--- config.mk ---
export PLATFORM = sky130hd
export DESIGN_NAME = byte_stuffed_frame_decoder
export DESIGN_NICKNAME = d
export VERILOG_FILES = /design/src/hdl/bsfd_pkg.sv /design/src/hdl/bsfd_core.sv /design/src/hdl/byte_stuffed_frame_decoder.sv
export SDC_FILE = /design/constraint.sdc
export NUM_CORES = 1
export LEC_CHECK = 0
export BUFFER_PORTS_ARGS = -buffer_cell sky130_fd_sc_hd__buf_2
export CAP_MARGIN = 25
export CORE_ASPECT_RATIO = 2
export CORE_MARGIN = 5
export CORE_UTILIZATION = 55
export CTS_CLUSTER_SIZE = 20
export DETAILED_ROUTE_END_ITERATION = 12
export HOLD_SLACK_MARGIN = 0.05
export PLACE_DENSITY = 0.79
export SYNTH_ARGS = -nofsm -noshare
export SYNTH_HDL_FRONTEND = slang
export SYNTH_SLANG_ARGS = --single-unit
--- constraint.sdc ---
create_clock -name clk_i -period 3.15 [get_ports clk_i]
set_clock_uncertainty 0.1 [all_clocks]
set_input_delay 0.945 -clock clk_i [delete_from_list [all_inputs] [get_ports clk_i]]
set_output_delay 0.945 -clock clk_i [all_outputs]
set_load 0.01 [all_outputs]
--- src/hdl/bsfd_pkg.sv ---
// Shared types and constants for the byte-stuffed frame decoder.
// No dependencies; imported by bsfd_core and byte_stuffed_frame_decoder.
package bsfd_pkg;

  // Configuration register indexes
  localparam logic [1:0] CFG_START_BYTE  = 2'd0;
  localparam logic [1:0] CFG_END_BYTE    = 2'd1;
  localparam logic [1:0] CFG_ESCAPE_BYTE = 2'd2;

  localparam logic [7:0] START_BYTE_RST  = 8'hF7;
  localparam logic [7:0] END_BYTE_RST    = 8'h7F;
  localparam logic [7:0] ESCAPE_BYTE_RST = 8'h7D;

  typedef enum logic {
    KIND_PAYLOAD   = 1'b0,
    KIND_FRAME_END = 1'b1
  } result_kind_e;

  typedef struct packed {
    logic [7:0] start_byte;
    logic [7:0] end_byte;
    logic [7:0] escape_byte;
  } cfg_t;

  typedef struct packed {
    logic         valid;
    result_kind_e kind;
    logic [7:0]   payload_byte;
    logic [7:0]   byte_position;
    logic [8:0]   frame_length;
    logic         overflowed;
  } res_t;

endpackage

--- src/hdl/bsfd_core.sv ---
// Frame state and byte decode for the byte-stuffed frame decoder.
// Depends on bsfd_pkg; state advances on each accepted byte beat.
module bsfd_core #(
  parameter int unsigned FRAME_CAPACITY = 256
) (
  input  logic          clk_i,
  input  logic          rst_ni,
  input  logic          step_i,
  input  logic [7:0]    rx_byte_i,
  input  bsfd_pkg::cfg_t cfg_i,
  output bsfd_pkg::res_t res_o
);
  import bsfd_pkg::*;

  localparam int unsigned PosW = $clog2(FRAME_CAPACITY + 1);
  localparam int unsigned PadW = (PosW > 9) ? PosW : 9;
  localparam logic [PosW-1:0] Cap = PosW'(FRAME_CAPACITY);

  logic            in_frame_q, in_frame_d;
  logic            esc_q, esc_d;
  logic [PosW-1:0] wr_pos_q, wr_pos_d;
  logic            ovf_q, ovf_d;

  logic            full;
  logic [PadW-1:0] pos_ext;
  res_t            res;

  assign full    = (wr_pos_q >= Cap);
  assign pos_ext = PadW'(wr_pos_q);

  always_comb begin
    in_frame_d = in_frame_q;
    esc_d      = esc_q;
    wr_pos_d   = wr_pos_q;
    ovf_d      = ovf_q;
    res        = '0;
    res.kind   = KIND_PAYLOAD;

    if (!in_frame_q) begin
      if (rx_byte_i == cfg_i.start_byte) begin
        in_frame_d = 1'b1;
        esc_d      = 1'b0;
        wr_pos_d   = '0;
        ovf_d      = 1'b0;
      end
    end else if (!esc_q && rx_byte_i == cfg_i.end_byte) begin
      // end byte wins over escape when both registers match
      in_frame_d         = 1'b0;
      res.valid          = 1'b1;
      res.kind           = KIND_FRAME_END;
      res.frame_length   = pos_ext[8:0];
      res.overflowed     = ovf_q;
    end else if (!esc_q && rx_byte_i == cfg_i.escape_byte) begin
      esc_d = 1'b1;
    end else begin
      esc_d = 1'b0;
      if (full) begin
        ovf_d = 1'b1;
      end else begin
        res.valid         = 1'b1;
        res.payload_byte  = rx_byte_i;
        res.byte_position = pos_ext[7:0];
        wr_pos_d          = wr_pos_q + 1'b1;
      end
    end

    if (!step_i) begin
      res.valid = 1'b0;
    end
  end

  always_ff @(posedge clk_i or negedge rst_ni) begin
    if (!rst_ni) begin
      in_frame_q <= 1'b0;
      esc_q      <= 1'b0;
      wr_pos_q   <= '0;
      ovf_q      <= 1'b0;
    end else if (step_i) begin
      in_frame_q <= in_frame_d;
      esc_q      <= esc_d;
      wr_pos_q   <= wr_pos_d;
      ovf_q      <= ovf_d;
    end
  end

  assign res_o = res;

  a_esc_in_frame : assert property (@(posedge clk_i) disable iff (!rst_ni)
    esc_q |-> in_frame_q)
    else $error("escape pending outside a frame");

  a_pos_bounded : assert property (@(posedge clk_i) disable iff (!rst_ni)
    wr_pos_q <= Cap)
    else $error("write position beyond capacity");

  a_no_emit_full : assert property (@(posedge clk_i) disable iff (!rst_ni)
    (res_o.valid && res_o.kind == KIND_PAYLOAD) |-> !full)
    else $error("payload emitted into a full frame");

  a_ovf_sticky : assert property (@(posedge clk_i) disable iff (!rst_ni)
    (step_i && ovf_q && in_frame_q) |=> ovf_q)
    else $error("overflow flag lost inside a frame");

endmodule

--- src/hdl/byte_stuffed_frame_decoder.sv ---
// Top level of the byte-stuffed frame decoder: config registers and result register.
// Depends on bsfd_pkg and bsfd_core.
//
//  channel | direction | handshake              | payload
//  --------+-----------+------------------------+-------------------------------------
//  in      | sink      | in_valid_i/in_ready_o  | rx_byte_i
//  out     | source    | out_valid_o/out_ready_i| result_kind_o, payload_byte_o,
//          |           |                        | byte_position_o, frame_length_o,
//          |           |                        | overflowed_o
//  cfg     | sink      | cfg_valid_i/cfg_ready_o| cfg_index_i, cfg_data_i
//
// One byte beat per cycle unless the output stalls; its result (if any) appears in
// the result register in the cycle after the beat is taken. The result register is
// the only stall point: a new beat is taken whenever it is empty or being drained
// this cycle. Reset clears the frame state, the result valid flag and restores the
// start/end/escape bytes to 0xF7/0x7F/0x7D. Config writes are always taken.
module byte_stuffed_frame_decoder #(
  parameter int unsigned FRAME_CAPACITY = 256
) (
  input  logic       clk_i,
  input  logic       rst_ni,
  input  logic       in_valid_i,
  output logic       in_ready_o,
  input  logic [7:0] rx_byte_i,
  output logic       out_valid_o,
  input  logic       out_ready_i,
  output logic       result_kind_o,
  output logic [7:0] payload_byte_o,
  output logic [7:0] byte_position_o,
  output logic [8:0] frame_length_o,
  output logic       overflowed_o,
  input  logic       cfg_valid_i,
  output logic       cfg_ready_o,
  input  logic [1:0] cfg_index_i,
  input  logic [7:0] cfg_data_i
);
  import bsfd_pkg::*;

  cfg_t cfg_q;
  res_t res;
  res_t out_q;
  logic out_valid_q;
  logic step;

  assign cfg_ready_o = 1'b1;

  always_ff @(posedge clk_i or negedge rst_ni) begin
    if (!rst_ni) begin
      cfg_q.start_byte  <= START_BYTE_RST;
      cfg_q.end_byte    <= END_BYTE_RST;
      cfg_q.escape_byte <= ESCAPE_BYTE_RST;
    end else if (cfg_valid_i) begin
      case (cfg_index_i)
        CFG_START_BYTE:  cfg_q.start_byte  <= cfg_data_i;
        CFG_END_BYTE:    cfg_q.end_byte    <= cfg_data_i;
        CFG_ESCAPE_BYTE: cfg_q.escape_byte <= cfg_data_i;
        default: ;
      endcase
    end
  end

  assign in_ready_o = !out_valid_q || out_ready_i;
  assign step       = in_valid_i && in_ready_o;

  bsfd_core #(
    .FRAME_CAPACITY(FRAME_CAPACITY)
  ) u_core (
    .clk_i     (clk_i),
    .rst_ni    (rst_ni),
    .step_i    (step),
    .rx_byte_i (rx_byte_i),
    .cfg_i     (cfg_q),
    .res_o     (res)
  );

  always_ff @(posedge clk_i or negedge rst_ni) begin
    if (!rst_ni) begin
      out_valid_q <= 1'b0;
    end else if (in_ready_o) begin
      out_valid_q <= res.valid;
    end
  end

  // payload needs no reset
  always_ff @(posedge clk_i) begin
    if (in_ready_o && res.valid) begin
      out_q <= res;
    end
  end

  assign out_valid_o     = out_valid_q;
  assign result_kind_o   = logic'(out_q.kind);
  assign payload_byte_o  = out_q.payload_byte;
  assign byte_position_o = out_q.byte_position;
  assign frame_length_o  = out_q.frame_length;
  assign overflowed_o    = out_q.overflowed;

  a_end_fields : assert property (@(posedge clk_i) disable iff (!rst_ni)
    (out_valid_o && result_kind_o == logic'(KIND_FRAME_END))
      |-> (payload_byte_o == 8'd0 && byte_position_o == 8'd0))
    else $error("frame end carries payload fields");

  a_payload_fields : assert property (@(posedge clk_i) disable iff (!rst_ni)
    (out_valid_o && result_kind_o == logic'(KIND_PAYLOAD))
      |-> (frame_length_o == 9'd0 && !overflowed_o))
    else $error("payload beat carries frame end fields");

  a_result_needs_beat : assert property (@(posedge clk_i) disable iff (!rst_ni)
    (!out_valid_o && !in_valid_i) |=> !out_valid_o)
    else $error("result appeared without an input beat");

endmodule

### Yosys cells after proc, flatten, opt, wreduce, memory -nomap -nowiden

Index checks and enable logic that the tools add are counted.

* flip-flop bits (word level): 64
* word-level logic and storage cells: 68

* add/sub/neg operators: 1
* magnitude comparators: 1
* eq/ne operators: 9
* muxes and demuxes: 26
* bitwise logic cells: 1
* reduce and logical (&&, ||, !) cells: 17

Operator list (count)
* 16-bit two-way mux: 3
* 9-bit two-way mux: 5
* 28-bit two-way mux: 1
* 8-bit equality test: 3
* 1-bit two-way mux: 16
* 10-bit two-way mux: 1
* 5-bit AND reduction: 2
* 9-bit by 1-bit adder with 9-bit output (second input constant): 1
* 9-bit greater-or-equal comparator (second input constant): 1
* 2-bit inequality test (second input constant): 4
* 2-bit AND reduction: 4
* 1-bit logical AND: 4
* 4-bit OR reduction: 1
* 3-bit AND reduction: 1
* 2-bit by 1-bit equality test with 1-bit output (second input constant): 1
* 2-bit equality test (second input constant): 1
* 1-bit zero test: 2
* 2-bit zero test: 1
* 2-bit nonzero test: 1
* 1-bit logical OR: 1
* 1-bit NOT: 1

### Depth between registers and ports, before layout

* depth in word-level cells: 7
* gate-level depth with buffers: 7

### Cells and area by module

A second synthesis with hierarchy kept.

* cells, all modules: 225
* area total of the unflattened synthesis: 2971.6 sq um

By module, submodules not included
* byte_stuffed_frame_decoder: instances 1, cells an instance 85, area each 1809.2 sq um
* bsfd_core: instances 1, cells an instance 140, area each 1162.4 sq um

### Worst setup path after synthesis

Ideal clock, no wire load.

* path kind: in2reg
* start point: input port rx_byte_i[5]
* end point: register out_q (netlist bit byte_position_o[0]), enable pin
* setup time: 0.382 ns
* arrival: 2.394 ns
* data required time: 2.668 ns
* path slack: 0.274 ns
* stages: 6
* cell sequence: xor2_1 -> nor4_2 -> and3_1 -> or2_2 -> a21o_1 -> inv_1

* cells in the longest elaborated chain, start to end: 7
* elaborated cells between the ends (all ways): 9
* classes of those cells: 2 x eq/ne; 4 x mux; 3 x reduce/logical

RTL lines
* start, declared: RTL line byte_stuffed_frame_decoder.sv:24 `input logic [7:0] rx_byte_i,`
* 8-bit equality test: RTL line bsfd_core.sv:53 `end else if (!esc_q && rx_byte_i == cfg_i.escape_byte) begin`
* 1-bit logical AND: RTL line bsfd_core.sv:53
* 1-bit two-way mux: RTL line bsfd_core.sv:53
* 1-bit two-way mux (*): RTL line bsfd_core.sv:46 `end else if (!esc_q && rx_byte_i == cfg_i.end_byte) begin`
* 28-bit two-way mux (*): RTL line bsfd_core.sv:39 `if (!in_frame_q) begin`
* 1-bit two-way mux (*): RTL line bsfd_core.sv:67 `if (!step_i) begin`
* 1-bit logical AND (*): RTL line byte_stuffed_frame_decoder.sv:86 `if (in_ready_o && res.valid) begin`
* end signal, assigned: RTL line byte_stuffed_frame_decoder.sv:87 `out_q <= res;`
* end, declared: RTL line byte_stuffed_frame_decoder.sv:41 `res_t out_q;`

Mark *: on every way between the ends. The rest lies on a longest branch, timed or not.
A chain may end at the register's enable or synchronous reset.

### Final worst setup path

* start point: input port rx_byte_i[5]
* end point: register out_q (netlist bit payload_byte_o[2]), enable pin

The elaborated chain is that of the path after synthesis.

==> flow_metrics.py <==
metrics = {
    "setup_path": {
        "start_kind": "primary input",
        "criticalPathCategory": "in -> reg",
        "critPathRequiredTime_ns": 3.10,
        "crit_fanout": 27,
        "worstPathArrival_ns": 2.45,
        "crit_path_end_kind": "flip-flop",
        "r2r_cells": 7,
    },
    "pwr": {
        "power_leakage_uw": 0.00144,
        "p_int_uw": 1480,
        "power_switching_uw": 583,
        "p_sw_frac": 0.282,
        "power_density_nw_per_um2": 602,
        "vdd_drop_max_mv": 0.464,
        "power_frac_comb": 0.179,
        "p_clk_frac": 0.274,
        "pwr-share-seq": 0.547,
    },
    "synth": {
        "synthSimpleGateAreaFrac": 0.139,
        "syn-num-nets": 252,
        "ys_ff_latch": 64,
        "synthXorXnorAreaFrac": 0.0710,
        "synth.area.mux_share": 0.0913,
        "netlist_area_um2": 2960,
        "synth_compound_area_frac": 0.0689,
        "yosysWarnings": 0,
        "ys.flop_type": "edfxtp_1",
        "yosysSeqAreaShare": 0.595,
        "synth.avg_cell_area_um2": 13.0,
        "synth-edff-count": 27,
        "yosys.cell_types.count": 49,
        "synthAdderAreaFrac": 0.00845,
        "syn_inst": 227,
        "synthArstFlopShare": 0.578,
        "synth_top_family_by_area": "simple AND/OR/NAND/NOR gates",
    },
    "finish": {
        "antenna_cells": 0,
        "drive_gt1_frac": 0.407,
        "final_nets": 310,
        "syn_to_final_growth_pct": 15.8,
    },
    "floorplanning": {
        "core_area_um2": 5180,
        "dieWidth_um": 61.9,
        "die_y_um": 114,
        "initial_core_util": 0.571,
        "rows": 37,
        "io_pins": 53,
        "die_area_um2": 7040,
    },
    "grt": {
        "grtUsageTotal": 0.202,
        "grt_pass1_wl_um": 9820,
        "antenna_found_initial": 0,
        "grt_util_met1": 0.192,
        "busiest_layer": "met2",
        "grt_pass1_vias": 2041,
        "grt-ovfl-total": 0,
        "grt_use_met3": 0.0623,
        "grt_max_degree": 38,
        "global_route.usage.met2": 0.333,
    },
    "routing": {
        "viasPerCell": 5.76,
        "drtAntennaViolNets": 0,
        "wirelength_um": 6160,
        "drtIter0Drc": 75,
        "vias": 2006,
        "drt-pass1-iter-count": 4,
        "wl_per_cell_um": 17.7,
        "drc": 0,
    },
    "hold_path": {
        "hold_class": "reg -> reg",
        "hold_depth": 1,
    },
    "run_status": {
        "status": "complete, no violations",
    },
    "timing": {
        "slew_headroom": 0.468,
        "rsz0062_at_grt": "false",
        "fmax_mhz": 401,
        "hold_viol_final": 0,
        "hold_slack_ns": 0.422,
        "tns_ns": 0,
        "setup_viol": 0,
        "worstMarginPinSlew_ns": 0.798,
        "period_minus_slack_ns": 2.49,
        "maxSlewViolCount": 0,
        "post-route-period-util": 0.792,
    },
    "clock_tree": {
        "postCtsHoldBufs": 0,
        "cts_tree": "done",
        "cts_made_buffers": 9,
        "cts.sinks": 64,
        "clockRootBuffer": "clkbuf_8",
        "htree_num_levels": 3,
        "cts_setup_buffers": 0,
        "path_clk_slew_ns": 0.06,
        "ctsResizeCount": 0,
        "clk_path_buf_depth": 2,
        "clock_latency_ns": 0.35,
    },
    "place": {
        "dp_hpwl_um": 4690,
        "gp_congestion": 0.953,
        "io_buffers": 51,
    },
    "run": {
        "maxCapViolCount": 0,
    },
}
layer usage:
layer / up-vias / wire length, um
li1: 928 / -
met2: 67 / 3440
met4: 0 / 470
met3: 32 / 356
met1: 979 / 1900
met5: - / 0
final cells by class:
class / count / area, um^2
Fill cell: 414 / 1760
Tap cell: 58 / 72.6
Timing Repair Buffer: 54 / 290
Clock inverter: 1 / 3.75
Clock buffer: 15 / 146
Sequential cell: 64 / 1760
Inverter: 7 / 26.3
Multi-Input combinational cell: 149 / 1130
stage by stage:
step / cell area [um^2] / std cells / setup WS [ns] / utilization / power, uW
2_1_floorplan: 2960 / 227 / 0.274 / - / 1380
3_3_place_gp: 3280 / 332 / 0.303 / 0.632 / 1500
3_5_place_dp: 3280 / 332 / 0.278 / 0.632 / 1510
4_1_cts: 3430 / 348 / 0.657 / 0.661 / 2090
5_1_grt: 3430 / 348 / 0.504 / 0.661 / 2190
6_report: 3430 / 348 / 0.655 / 0.661 / 2060
synthesized netlist by cell type, types with 2 or more instances:
cell / number / area share
nand4_1: 3 / 0.0063
o211ai_1: 2 / 0.0051
edfxtp_1: 27 / 0.27
o21ai_0: 11 / 0.019
nand3_1: 5 / 0.0085
xor2_1: 16 / 0.047
nand3b_1: 3 / 0.0076
clkbuf_1: 2 / 0.0025
and3_1: 15 / 0.032
nor3_1: 2 / 0.0034
o31ai_1: 2 / 0.0051
and2_1: 8 / 0.017
ha_1: 2 / 0.0085
mux2_2: 24 / 0.091
nor2_1: 11 / 0.014
nand2_1: 10 / 0.013
dfrtp_1: 17 / 0.14
inv_1: 7 / 0.0089
buf_6: 2 / 0.0076
xnor2_1: 8 / 0.024
a41oi_1: 2 / 0.0059
dfstp_2: 20 / 0.18
nand2b_1: 2 / 0.0042
cells by family (layout without fill, tap and decap cells):
logic type,Yosys count,count (layout)
buffers and inverters,14,77
AOI/OAI and AO/OA,27,27
DFF,64,64
and+or+nand+nor,71,71
other,1,1
muxes,24,24
adders and majority gates,2,2
xor gates and xnor gates,24,24
sequential cells by signal, indices dropped and copies added, names as in the netlist:
signal	cells
u_core.esc_q	1
u_core.ovf_q	1
cfg_q	24
out_valid_o	1
result_kind_o	1
overflowed_o	1
frame_length_o	9
u_core.pos_ext	9
payload_byte_o	8
u_core.in_frame_q	1
byte_position_o	8
critical path, stage by stage:
cell,delay (ns)
buf_2,0.13
xor2_1,0.23
nor4_2,0.09
and3_1,0.26
or2_2,0.29
a21o_1,0.20
inv_1,0.09
buf_12,0.19
power groups by stage:
stage / Sequential, uW / Combinational, uW / Clock, uW
2_1_floorplan: 1110 / 268 / 0
3_3_place_gp: 1140 / 362 / 0
3_5_place_dp: 1140 / 371 / 0
4_1_cts: 1130 / 373 / 587
5_1_grt: 1150 / 413 / 629
6_report: 1130 / 370 / 565
path summary, 6_finish.rpt:
| kind | to | slack [ns] | from |
|---|---|---|---|
| setup / recovery | payload_byte_o[2]$_SDFFCE_PP0P_ | 0.66 | rx_byte_i[5] |
| hold / removal | u_core.pos_ext[3]$_DFFE_PN0P_ | 0.42 | u_core.pos_ext[3]$_DFFE_PN0P_ |
| setup reg to reg | payload_byte_o[2]$_SDFFCE_PP0P_ | 0.86 | cfg_q[5]$_DFFE_PN1P_ |
| hold reg to reg | u_core.pos_ext[3]$_DFFE_PN0P_ | 0.42 | u_core.pos_ext[3]$_DFFE_PN0P_ |
| max in group asynchronous | out_valid_o$_DFFE_PN0N_ | 1.86 | rst_ni |
| min in group asynchronous | u_core.ovf_q$_DFFE_PN0P_ | 0.58 | rst_ni |
cell usage in the layout, fill, tap and decap left out, types with 2 or more instances in the layout:
| cell | count |
|---|---|
| o21ai_0 | 11 |
| clkbuf_1 | 6 |
| nand4_1 | 3 |
| buf_4 | 2 |
| nand2_1 | 10 |
| o211ai_1 | 2 |
| dfrtp_1 | 17 |
| nand2b_1 | 2 |
| a41oi_1 | 2 |
| clkbuf_8 | 9 |
| edfxtp_1 | 27 |
| dfstp_2 | 20 |
| nand3_1 | 5 |
| nand3b_1 | 3 |
| mux2_2 | 24 |
| nor2_1 | 11 |
| and2_1 | 8 |
| inv_1 | 7 |
| ha_1 | 2 |
| nor3_1 | 2 |
| xor2_1 | 16 |
| and3_1 | 15 |
| o31ai_1 | 2 |
| xnor2_1 | 8 |
| buf_2 | 51 |
Note: power is estimated with default switching activity, not from simulation.
